### config.mk
export PLATFORM = sky130hd
export DESIGN_NAME = substring_window_search
export DESIGN_NICKNAME = d
export VERILOG_FILES = /design/src/rtl/core/sws_pkg.sv /design/src/rtl/core/sws_cell.sv /design/src/rtl/core/substring_window_search.sv
export SDC_FILE = /design/constraint.sdc
export NUM_CORES = 1
export LEC_CHECK = 0
export BUFFER_PORTS_ARGS = -buffer_cell sky130_fd_sc_hd__buf_2
export CAP_MARGIN = 0
export CORE_MARGIN = 2
export CORE_UTILIZATION = 50
export CTS_BUF_LIST = sky130_fd_sc_hd__clkbuf_16
export DETAILED_ROUTE_END_ITERATION = 7
export GPL_TIMING_DRIVEN = 0
export PLACE_DENSITY = 0.68
export SYNTH_ARGS = -nofsm -noshare
export SYNTH_HDL_FRONTEND = slang
export SYNTH_SLANG_ARGS = --single-unit
### constraint.sdc
create_clock -name i_clk -period 7.7 [get_ports i_clk]
set_input_delay 0.385 -clock i_clk [delete_from_list [all_inputs] [get_ports i_clk]]
set_output_delay 0.385 -clock i_clk [all_outputs]
set_load 0.02 [all_outputs]
### src/rtl/core/sws_pkg.sv
// sws_pkg: shared types and constants for the substring window search block.
// Used by sws_cell, substring_window_search, sws_scoreboard and the testbench; no dependencies.
`timescale 1ns / 1ps

package sws_pkg;

    // Default number of pattern bytes (cells in the compare chain)
    localparam int MAX_PATTERN_BYTES_DEF = 8;

    // Fixed field widths
    localparam int PATTERN_W  = 64;
    localparam int PLEN_W     = 4;
    localparam int OFFSET_W   = 15;
    localparam int LEN_W      = 16;
    localparam int POS_W      = 15;
    localparam int CFG_IDX_W  = 3;

    // Configuration register indexes
    localparam logic [CFG_IDX_W-1:0] CFG_PATTERN         = 3'd0;
    localparam logic [CFG_IDX_W-1:0] CFG_PATTERN_LENGTH  = 3'd1;
    localparam logic [CFG_IDX_W-1:0] CFG_START_OFFSET    = 3'd2;
    localparam logic [CFG_IDX_W-1:0] CFG_DECLARED_LENGTH = 3'd3;
    localparam logic [CFG_IDX_W-1:0] CFG_WINDOW_ENABLE   = 3'd4;
    localparam logic [CFG_IDX_W-1:0] CFG_WINDOW_COUNT    = 3'd5;

    // Pattern settings fanned out to every cell
    typedef struct packed {
        logic [PATTERN_W-1:0] pattern;
        logic [PLEN_W-1:0]    plen;
    } t_cell_cfg;

    // One result item
    typedef struct packed {
        logic             found;
        logic [POS_W-1:0] position;
    } t_result;

endpackage

### src/rtl/core/sws_cell.sv
// sws_cell: one stage of the byte history chain with its pattern compare.
// Depends on sws_pkg.
`timescale 1ns / 1ps

module sws_cell
    import sws_pkg::*;
#(
    parameter int AGE = 0
) (
    input  logic      i_clk,
    input  logic      i_shift,
    input  logic [7:0] i_byte,    // byte of age AGE for the current request
    input  t_cell_cfg i_cfg,
    output logic [7:0] o_byte,    // same byte, one age older after the shift
    output logic      o_eq
);

    logic [7:0]        r_byte;
    logic [PLEN_W-1:0] idx;
    logic [7:0]        pat_byte;

    // Byte of age AGE lines up with pattern byte plen-1-AGE
    assign idx      = i_cfg.plen - PLEN_W'(AGE) - PLEN_W'(1);
    assign pat_byte = i_cfg.pattern[{idx[2:0], 3'b000} +: 8];
    assign o_eq     = (i_cfg.plen <= PLEN_W'(AGE)) || (i_byte == pat_byte);

    always_ff @(posedge i_clk) begin
        if (i_shift) begin
            r_byte <= i_byte;
        end
    end

    assign o_byte = r_byte;

endmodule

### src/rtl/core/substring_window_search.sv
// substring_window_search: streaming first-occurrence substring search, top level.
// Depends on sws_pkg and sws_cell.
`timescale 1ns / 1ps
//
// Usage
//   Input stream : s_axis_* carries the main string one byte per request,
//                  s_axis_tlast on the final byte. A zero byte ends the search.
//   Output stream: m_axis_* carries exactly one result per string:
//                  tuser = found, tdata = match position (0 when not found).
//   Config port  : i_cfg_wr_en / i_cfg_index / i_cfg_data, written while idle.
//                  0 pattern, 1 pattern length, 2 start offset, 3 declared
//                  length, 4 window enable, 5 window count; others ignored.
// Throughput: one byte per cycle while s_axis_tready is high. The byte history sits
//   in a chain of MAX_PATTERN_BYTES cells, each comparing its byte with the aligned
//   pattern byte, so the full match is decided in the cycle the byte arrives.
// Output: the result is registered, in the output register or, while that still
//   holds an untaken result, in the skid entry.
// Stall: a result register plus one skid entry; s_axis_tready drops only when
//   both hold results, and rises once the receiver takes one.
// Reset: synchronous, active low; clears the per-string state, the result
//   queue and loads the register defaults. No clearing pass is needed.

module substring_window_search
    import sws_pkg::*;
#(
    parameter int MAX_PATTERN_BYTES = MAX_PATTERN_BYTES_DEF
) (
    input  logic                 i_clk,
    input  logic                 i_rst_n,
    // Input stream
    input  logic                 s_axis_tvalid,
    output logic                 s_axis_tready,
    input  logic [7:0]           s_axis_tdata,   // [7:0] data_byte
    input  logic                 s_axis_tlast,   // last_byte
    // Output stream
    output logic                 m_axis_tvalid,
    input  logic                 m_axis_tready,
    output logic [15:0]          m_axis_tdata,   // [14:0] match_position, [15] zero
    output logic                 m_axis_tuser,   // found
    // Configuration
    input  logic                 i_cfg_wr_en,
    input  logic [CFG_IDX_W-1:0] i_cfg_index,
    input  logic [PATTERN_W-1:0] i_cfg_data
);

    localparam int BSO_W = $clog2(MAX_PATTERN_BYTES + 1);

    // Configuration registers
    logic [PATTERN_W-1:0] r_pattern;
    logic [PLEN_W-1:0]    r_plen;
    logic [OFFSET_W-1:0]  r_start;
    logic [LEN_W-1:0]     r_decl_len;
    logic                 r_win_en;
    logic [LEN_W-1:0]     r_win_cnt;

    always_ff @(posedge i_clk) begin
        if (!i_rst_n) begin
            r_pattern  <= '0;
            r_plen     <= '0;
            r_start    <= '0;
            r_decl_len <= '1;
            r_win_en   <= 1'b0;
            r_win_cnt  <= '1;
        end else if (i_cfg_wr_en) begin
            case (i_cfg_index)
                CFG_PATTERN:         r_pattern  <= i_cfg_data;
                CFG_PATTERN_LENGTH:  r_plen     <= i_cfg_data[PLEN_W-1:0];
                CFG_START_OFFSET:    r_start    <= i_cfg_data[OFFSET_W-1:0];
                CFG_DECLARED_LENGTH: r_decl_len <= i_cfg_data[LEN_W-1:0];
                CFG_WINDOW_ENABLE:   r_win_en   <= i_cfg_data[0];
                CFG_WINDOW_COUNT:    r_win_cnt  <= i_cfg_data[LEN_W-1:0];
                default: ;
            endcase
        end
    end

    // Per-string state
    logic [LEN_W-1:0] r_pos, n_pos;        // position of the next byte, saturating
    logic [BSO_W-1:0] r_bso, n_bso;        // bytes seen at or after start offset
    logic             r_done, n_done;      // result for this string already given

    // Result queue: output register plus skid entry
    t_result r_out, n_out;
    t_result r_skid, n_skid;
    logic    r_out_v, n_out_v;
    logic    r_skid_v, n_skid_v;

    logic accept;
    assign s_axis_tready = !r_skid_v;
    assign accept        = s_axis_tvalid && s_axis_tready;

    // Cell chain: cell k sees the byte of age k, cell 0 the incoming byte
    t_cell_cfg                    cell_cfg;
    logic [7:0]                   chain [MAX_PATTERN_BYTES];
    logic [MAX_PATTERN_BYTES-1:0] eq;

    assign cell_cfg.pattern = r_pattern;
    assign cell_cfg.plen    = r_plen;
    assign chain[0]         = s_axis_tdata;

    for (genvar k = 0; k < MAX_PATTERN_BYTES; k++) begin : g_cell
        if (k < MAX_PATTERN_BYTES - 1) begin : g_mid
            sws_cell #(.AGE(k)) u_cell (
                .i_clk  (i_clk),
                .i_shift(accept),
                .i_byte (chain[k]),
                .i_cfg  (cell_cfg),
                .o_byte (chain[k+1]),
                .o_eq   (eq[k])
            );
        end else begin : g_end
            sws_cell #(.AGE(k)) u_cell (
                .i_clk  (i_clk),
                .i_shift(accept),
                .i_byte (chain[k]),
                .i_cfg  (cell_cfg),
                .o_byte (),
                .o_eq   (eq[k])
            );
        end
    end

    // Upfront checks, repeated on every byte until the search concludes
    logic             chk_fail, fail;
    logic [LEN_W:0]   so_plus_len, so_plus_win, q_plus1;
    logic [LEN_W:0]   cand;
    logic             enough, pos_big, win_out, match, done, hit;

    assign so_plus_len = (LEN_W+1)'(r_start) + (LEN_W+1)'(r_plen);
    assign chk_fail    = (r_plen == '0)
                      || (r_plen > PLEN_W'(MAX_PATTERN_BYTES))
                      || (so_plus_len > (LEN_W+1)'(r_decl_len))
                      || (r_win_en && ((LEN_W)'(r_plen) > r_win_cnt));
    assign fail        = chk_fail || (s_axis_tdata == 8'd0);

    always_comb begin
        n_bso = r_bso;
        if ((r_pos >= LEN_W'(r_start)) && (r_bso < BSO_W'(MAX_PATTERN_BYTES))) begin
            n_bso = r_bso + BSO_W'(1);
        end
    end

    // Candidate start q+1-plen; the match would end at q+1
    assign q_plus1     = (LEN_W+1)'(r_pos) + (LEN_W+1)'(1);
    assign cand        = q_plus1 - (LEN_W+1)'(r_plen);
    assign so_plus_win = (LEN_W+1)'(r_start) + (LEN_W+1)'(r_win_cnt);
    assign enough      = (PLEN_W'(n_bso) >= r_plen);
    assign pos_big     = cand[LEN_W-1];
    assign win_out     = r_win_en && (q_plus1 > so_plus_win);
    assign match       = &eq;

    assign hit  = !fail && enough && !pos_big && !win_out && match;
    assign done = fail || (enough && (pos_big || win_out || match));

    logic    emit;
    t_result res;
    assign emit         = accept && !r_done && (done || s_axis_tlast);
    assign res.found    = hit;
    assign res.position = hit ? cand[POS_W-1:0] : '0;

    // Per-string state update
    always_comb begin
        n_pos  = r_pos;
        n_done = r_done;
        if (accept) begin
            if (!r_done) begin
                if (!fail && (r_pos != '1)) begin
                    n_pos = r_pos + LEN_W'(1);
                end
                if (done) begin
                    n_done = 1'b1;
                end
            end
        end
    end

    always_ff @(posedge i_clk) begin
        if (!i_rst_n) begin
            r_pos  <= '0;
            r_bso  <= '0;
            r_done <= 1'b0;
        end else if (accept && s_axis_tlast) begin
            r_pos  <= '0;
            r_bso  <= '0;
            r_done <= 1'b0;
        end else begin
            r_pos  <= n_pos;
            r_done <= n_done;
            if (accept && !r_done && !fail) begin
                r_bso <= n_bso;
            end
        end
    end

    // Result queue
    logic pop;
    assign pop = r_out_v && m_axis_tready;

    always_comb begin
        n_out    = r_out;
        n_out_v  = r_out_v;
        n_skid   = r_skid;
        n_skid_v = r_skid_v;
        if (r_skid_v) begin
            if (pop) begin
                n_out    = r_skid;
                n_skid_v = 1'b0;
            end
        end else if (emit) begin
            if (!r_out_v || pop) begin
                n_out   = res;
                n_out_v = 1'b1;
            end else begin
                n_skid   = res;
                n_skid_v = 1'b1;
            end
        end else if (pop) begin
            n_out_v = 1'b0;
        end
    end

    always_ff @(posedge i_clk) begin
        if (!i_rst_n) begin
            r_out_v  <= 1'b0;
            r_skid_v <= 1'b0;
        end else begin
            r_out_v  <= n_out_v;
            r_skid_v <= n_skid_v;
        end
    end

    always_ff @(posedge i_clk) begin
        r_out  <= n_out;
        r_skid <= n_skid;
    end

    assign m_axis_tvalid = r_out_v;
    assign m_axis_tuser  = r_out.found;
    assign m_axis_tdata  = {1'b0, r_out.position};

endmodule

Yosys cells after proc, flatten, opt, wreduce, memory -nomap -nowiden
Index checks and enable logic that the tools add are counted.
{ "totals": {"regBits": 227, "wordCells": 156, "output_inout_bits": 19} }
{ "classes": {"n_eq_ne": 16, "reduce_logical": 56, "n_mux": 15, "order_cmp": 15, "n_bitwise": 4, "n_shift": 8, "add_sub_neg": 20} }
{ "ops": {"columns": ["operator", "count"], "rows": [
  ["$shiftx A64 B7 Y8", 8],
  ["$eq A8 B8 Y1", 8],
  ["$mux W16", 4],
  ["$sub A3 B1 Y3 const B", 8],
  ["$add A15 B16 Y17", 1],
  ["$add A16 B1 Y17 const B", 1],
  ["$gt A17 B17 Y1", 1],
  ["$logic_or A1 B1 Y1", 17],
  ["$add A15 B4 Y16", 1],
  ["$add A16 B1 Y16 const B", 1],
  ["$ge A16 B15 Y1", 1],
  ["$gt A16 B16 Y1", 1],
  ["$gt A4 B16 Y1", 1],
  ["$le A4 B3 Y1 const B", 4],
  ["$ne A16 B16 Y1 const B", 1],
  ["$sub A16 B4 Y16", 1],
  ["$logic_and A1 B1 Y1", 15],
  ["$mux W15", 1],
  ["$reduce_and A2 Y1", 6],
  ["$reduce_and A3 Y1", 4],
  ["$sub A3 B3 Y3 const B", 4],
  ["$mux W1", 9],
  ["$le A4 B1 Y1 const B", 2],
  ["$le A4 B2 Y1 const B", 2],
  ["other kinds (18)", 32]
]} }

Depth between registers and ports, before layout
{ "depth": {"depth_word": 14, "mapped_depth": 22, "mapped_depth_nobuf": 21} }

Modules after synthesis
A second synthesis with hierarchy kept.
{ "unflattened": {"cells_unflattened": 1652, "hier_area_um2": 17046.3} }
{ "by_module_without_submodules": {"columns": ["module", "cells_each", "instances", "area_each_um2"], "rows": [
  ["substring_window_search", 1150, 1, 9838.2],
  ["sws_cell (g_cell[2].g_mid.u_cell)", 60, 1, 939.7],
  ["sws_cell (g_cell[0].g_mid.u_cell)", 61, 1, 938.4],
  ["sws_cell (g_cell[6].g_mid.u_cell)", 57, 1, 927.1],
  ["sws_cell (g_cell[4].g_mid.u_cell)", 57, 1, 897.1],
  ["sws_cell (g_cell[1].g_mid.u_cell)", 70, 1, 892.1],
  ["sws_cell (g_cell[5].g_mid.u_cell)", 70, 1, 890.9],
  ["sws_cell (g_cell[3].g_mid.u_cell)", 66, 1, 878.3],
  ["sws_cell (g_cell[7].g_end.u_cell)", 61, 1, 844.6]
]} }

Worst setup path after synthesis
No wires, ideal clock.
{ "synth_timing": {"kind": "flip-flop to flip-flop", "from": "reg r_plen[0]", "to": "reg r_skid[0] (netlist name), enable pin", "synth_period_minus_slack_ns": 5.435, "t_arrival_ns": 5.029, "path_buffers": 6, "slack_ns": 2.265, "stages_incl_launch_ff": 19, "path_cell_list": "dfxtp_1 buf_6 buf_12 buf_6 inv_4 buf_2 ha_1 buf_6 buf_2 mux4_2 mux2i_1 xor2_1 nand4_1 o32ai_1 o2111ai_1 a2111oi_4 nand3b_2 nor3b_1 a2111oi_2"} }
{ "synth_between": {"elab_chain_cells": 12} }
{ "synth_rtl": {"columns": ["item", "line", "source"], "rows": [
  ["from (decl)", "substring_window_search.sv:50", "logic [PLEN_W-1:0] r_plen;"],
  ["from (signal assigned)", "substring_window_search.sv:67", "CFG_PATTERN_LENGTH: r_plen <= i_cfg_data[PLEN_W-1:0];"],
  ["$sub A3 B1 Y3, or another cell as far along", "sws_cell.sv:23", "assign idx = i_cfg.plen - PLEN_W'(AGE) - PLEN_W'(1);"],
  ["$sub A3 B1 Y3", "sws_cell.sv:23", null],
  ["$shiftx A64 B7 Y8", "sws_cell.sv:24", "assign pat_byte = i_cfg.pattern[{idx[2:0], 3'b000} +: 8];"],
  ["$eq A8 B8 Y1", "sws_cell.sv:25", "assign o_eq = (i_cfg.plen <= PLEN_W'(AGE)) || (i_byte == pat_byte);"],
  ["$logic_or A1 B1 Y1", "sws_cell.sv:25", null],
  ["$reduce_and A8 Y1", "substring_window_search.sv:150", "assign match = &eq;"],
  ["$logic_or A1 B1 Y1", "substring_window_search.sv:153", "assign done = fail || (enough && (pos_big || win_out || match));"],
  ["$logic_and A1 B1 Y1", "substring_window_search.sv:153", null],
  ["$logic_or A1 B1 Y1 *", "substring_window_search.sv:153", null],
  ["$logic_or A1 B1 Y1 *", "substring_window_search.sv:157", "assign emit = accept && !r_done && (done || s_axis_tlast);"],
  ["$logic_and A1 B1 Y1 *", "substring_window_search.sv:157", null],
  ["$reduce_and A3 Y1 (no line) *", null, null],
  ["to (signal assigned)", "substring_window_search.sv:234", "r_skid <= n_skid;"],
  ["to (decl)", "substring_window_search.sv:84", "t_result r_skid, n_skid;"]
]} }
Every way passes the cells marked *; elsewhere a longest branch is shown, timed or not.
A chain may end at the register's enable or synchronous reset.

Worst setup path after layout
{ "layout_timing": {"from": "reg r_plen[1]", "to": "reg r_out, in the netlist m_axis_tdata[10], enable pin"} }
{ "layout_between": {"elab_chain_cells": 13} }
{ "layout_rtl": {"columns": ["item", "line", "source"], "rows": [
  ["$sub A3 B1 Y3, or another cell as far along", "sws_cell.sv:23", null],
  ["$sub A3 B1 Y3", "sws_cell.sv:23", null],
  ["$shiftx A64 B7 Y8", "sws_cell.sv:24", null],
  ["$eq A8 B8 Y1", "sws_cell.sv:25", null],
  ["$logic_or A1 B1 Y1", "sws_cell.sv:25", null],
  ["$reduce_and A8 Y1", "substring_window_search.sv:150", null],
  ["$logic_or A1 B1 Y1", "substring_window_search.sv:153", null],
  ["$logic_and A1 B1 Y1", "substring_window_search.sv:153", null],
  ["$logic_or A1 B1 Y1 *", "substring_window_search.sv:153", null],
  ["$logic_or A1 B1 Y1 *", "substring_window_search.sv:157", null],
  ["$logic_and A1 B1 Y1 *", "substring_window_search.sv:157", null],
  ["$reduce_bool A2 Y1 (no line) *", null, null],
  ["$reduce_and A3 Y1 (no line) *", null, null],
  ["to (signal assigned)", "substring_window_search.sv:233", "r_out <= n_out;"],
  ["to (decl)", "substring_window_search.sv:83", "t_result r_out, n_out;"]
]} }
Marks and branches as above.

==> impl_metrics.py <==
metrics = {
    "synth": {
        "yosysSeqAreaShare": 0.351,
        "synthMostInstantiatedCell": "nand2_1",
        "yosys_register_bits": 227,
        "synth_nets": 1722,
        "avgSynthCellArea_um2": 9.96,
        "syn_inst": 1552,
        "syn-cell-area_um2": 15500,
        "synthTopCellsByArea": "dfxtp_1, edfxtp_1, mux4_2",
        "async_flop_share": 0,
        "yosys_most_used_dff": "dfxtp_1",
        "synth_top_cell_by_area": "dfxtp_1",
        "synth_top_area_share": 0.180,
        "ys_types": 79,
        "synth_edf_count": 88,
        "synth_warnings": 0,
        "netlist_top_cells_count": "nand2_1, dfxtp_1, xnor2_1, edfxtp_1, ha_1",
    },
    "floorplan": {
        "fp-row-count": 64,
        "design.core.area_um2": 30500,
        "io_pins": 100,
        "die_x_um": 180,
        "initial_core_util": 0.507,
        "chipHeight_um": 180,
        "dieArea_um2": 32300,
    },
    "global_routing": {
        "grt_pass1_wl_um": 67100,
        "grt_max_degree": 34,
        "overflow": 0,
        "antenna_found_initial": 0,
        "grt_pass1_vias": 11800,
        "grt_use_total": 0.263,
    },
    "worst_setup_path": {
        "required_ps": 7870,
        "reg2reg_depth": 16,
        "r2r_start": "r_plen[1]$_SDFFE_PN0P_",
        "start_kind": "flip-flop",
        "arrival_ps": 6520,
        "r2r_end": "m_axis_tdata[10]$_DFFE_PP_",
        "r2r_slack_ps": 1350,
        "crit_path_end_kind": "flip-flop",
        "crit_fanout": 16,
        "criticalPathCategory": "flip-flop to flip-flop",
    },
    "clocking": {
        "clockBufferDepth": 3,
        "post_cts_buffers": 0,
        "cts_hold_buf": 0,
        "path_clk_slew_ps": 60,
        "cts_inserted_buffers": 25,
        "clock_sinks": 227,
        "h-tree-depth": 1,
        "root_buffer": "clkbuf_16",
        "tritoncts": "yes",
        "clk_latency_ps": 550,
        "cts_resized": 0,
    },
    "timing": {
        "min_period_over_period": 0.825,
        "min_period_ps": 6350,
        "whs_ps": 78.2,
        "fmax_mhz": 157,
        "final-max-slew-violation-count": 0,
        "fin_ws_ps": 1350,
        "hold_viol": 0,
        "finClkSkew_ps": 10.1,
        "rsz0062_at_grt": "no",
        "fin_tns_setup_ps": 0,
        "worst_pin_slew_ps": 963,
        "relSlewSlack": 0.357,
        "setup_viol_count_final": 0,
    },
    "cells_and_area": {
        "num_antenna_cells": 0,
        "utilization": 0.568,
        "final_cells": 2091,
        "nFillCells": 2673,
        "final_cell_area_um2": 17300,
        "drive_gt1_frac": 0.175,
        "area_growth_pct": 12.1,
        "final_net_count": 1848,
    },
    "drt": {
        "first_iter_violations": 1217,
        "wirelength_um": 43700,
        "ant_nets": 0,
        "drc_errors": 0,
        "first_pass_iters": 6,
        "vias": 12500,
        "via_per_inst": 6.00,
        "post_drt_wl_per_cell_um": 20.9,
    },
    "flow_run": {
        "cap_violations": 0,
    },
    "hold_path": {
        "worstHoldPathType": "input pin to flip-flop",
        "min_path_cells": 3,
        "hold_start": "i_cfg_data[60]",
        "hold_path_end": "r_pattern[60]$_SDFFE_PN0P_",
    },
    "placed_design": {
        "place_congestion": 0.982,
        "post-place-ws_ps": 1430,
        "dpl_cell_area_um2": 16500,
        "hpwlAfterDp_um": 34200,
        "placed_cells": 2047,
        "portBuffers": 96,
    },
    "power": {
        "leakagePower_nw": 6.80,
        "vdd_drop_max_uv": 133,
        "power.density_nw_per_um2": 174,
        "power_mw": 3.01,
    },
    "status": {
        "status": "finished clean",
    },
}
==> area by class of cell <==
class / instances / area [um2] / share of cell area
Clock inverter: 18 / 171 / 0.00989
Inverter: 70 / 265 / 0.0153
Tap cell: 396 / 495 / 0.0286
Sequential cell: 227 / 5430 / 0.313
Clock buffer: 26 / 651 / 0.0376
Multi-Input combinational cell: 1171 / 9390 / 0.542
Buffer: 84 / 410 / 0.0237
Timing Repair Buffer: 99 / 515 / 0.0298
==> layer usage <==
layer / global-route usage / share of wire
met4: 0.0816 / 0.031
met2: 0.402 / 0.43
met1: 0.377 / 0.44
met5: 0 / 0
met3: 0.0517 / 0.096
==> kinds of logic after synthesis <==
kind of cell	after synthesis	synth area share
AO/OA/AOI/OAI	250	0.117
XOR/XNOR	172	0.0974
adder cells (fa/ha/maj)	89	0.0735
buffers and inverters	154	0.0437
flip-flops	227	0.351
multiplexers	143	0.164
other	1	0.000243
AND/OR/NAND/NOR	516	0.153
==> critical path, cell delays in order, from the launching register on <==
cell       delay, ps
dfxtp_1          830
buf_4            360
inv_1            290
ha_1             520
buf_6            230
buf_2            310
buf_2            370
mux4_2           350
mux2i_1          360
xor2_1           270
nand4_1          110
o32ai_1          160
o2111ai_1        220
a2111oi_4        340
nand3b_2         190
nor3b_1          270
a31oi_2          760
==> how the worst max path moves through the flow <==
stage / to / cells after the start / from
3_3_place_gp: r_bso[1]$_SDFFE_PP0P_ / 7 / r_skid_v$_SDFF_PN0_
2_1_floorplan: r_skid[0]$_DFFE_PP_ / 18 / r_plen[0]$_SDFFE_PN0P_
4_1_cts: m_axis_tdata[14]$_DFFE_PP_ / 16 / r_plen[1]$_SDFFE_PN0P_
6_report: m_axis_tdata[10]$_DFFE_PP_ / 16 / r_plen[1]$_SDFFE_PN0P_
3_5_place_dp: m_axis_tdata[10]$_DFFE_PP_ / 19 / r_plen[0]$_SDFFE_PN0P_
5_1_grt: m_axis_tdata[14]$_DFFE_PP_ / 16 / r_plen[1]$_SDFFE_PN0P_
==> cells in the final DEF (no fill, tap or decap), types with 37 or more instances in the layout <==
master | synthesis | layout
nand2_1 | 275 | 275
edfxtp_1 | 88 | 88
clkbuf_1 | 51 | 51
xnor2_1 | 118 | 118
xor2_1 | 54 | 54
nor2_1 | 62 | 62
inv_1 | 67 | 69
buf_2 | 17 | 113
a21boi_0 | 81 | 81
mux4_2 | 84 | 84
dfxtp_1 | 139 | 139
mux2i_1 | 43 | 43
nand4_1 | 37 | 37
ha_1 | 86 | 86
==> power by group <==
group | leakage [nW] | internal, mW | switching [mW] | total [mW]
Clock | 0.421 | 0.712 | 0.518 | 1.23
Sequential | 1.98 | 1.32 | 0.0553 | 1.37
Combinational | 4.40 | 0.172 | 0.237 | 0.409
Total | 6.80 | 2.20 | 0.810 | 3.01
==> sequential cells by signal (all words and copies together) (netlist names) <==
register	flops
g_cell.g_mid.u_cell.o_byte	56
m_axis_tdata	15
m_axis_tuser	1
m_axis_tvalid	1
r_bso	4
r_decl_len	16
r_done	1
r_pattern	64
r_plen	4
r_pos	16
r_skid	16
r_skid_v	1
r_start	15
r_win_cnt	16
r_win_en	1
No activity file was read; power rests on OpenSTA's default activity.
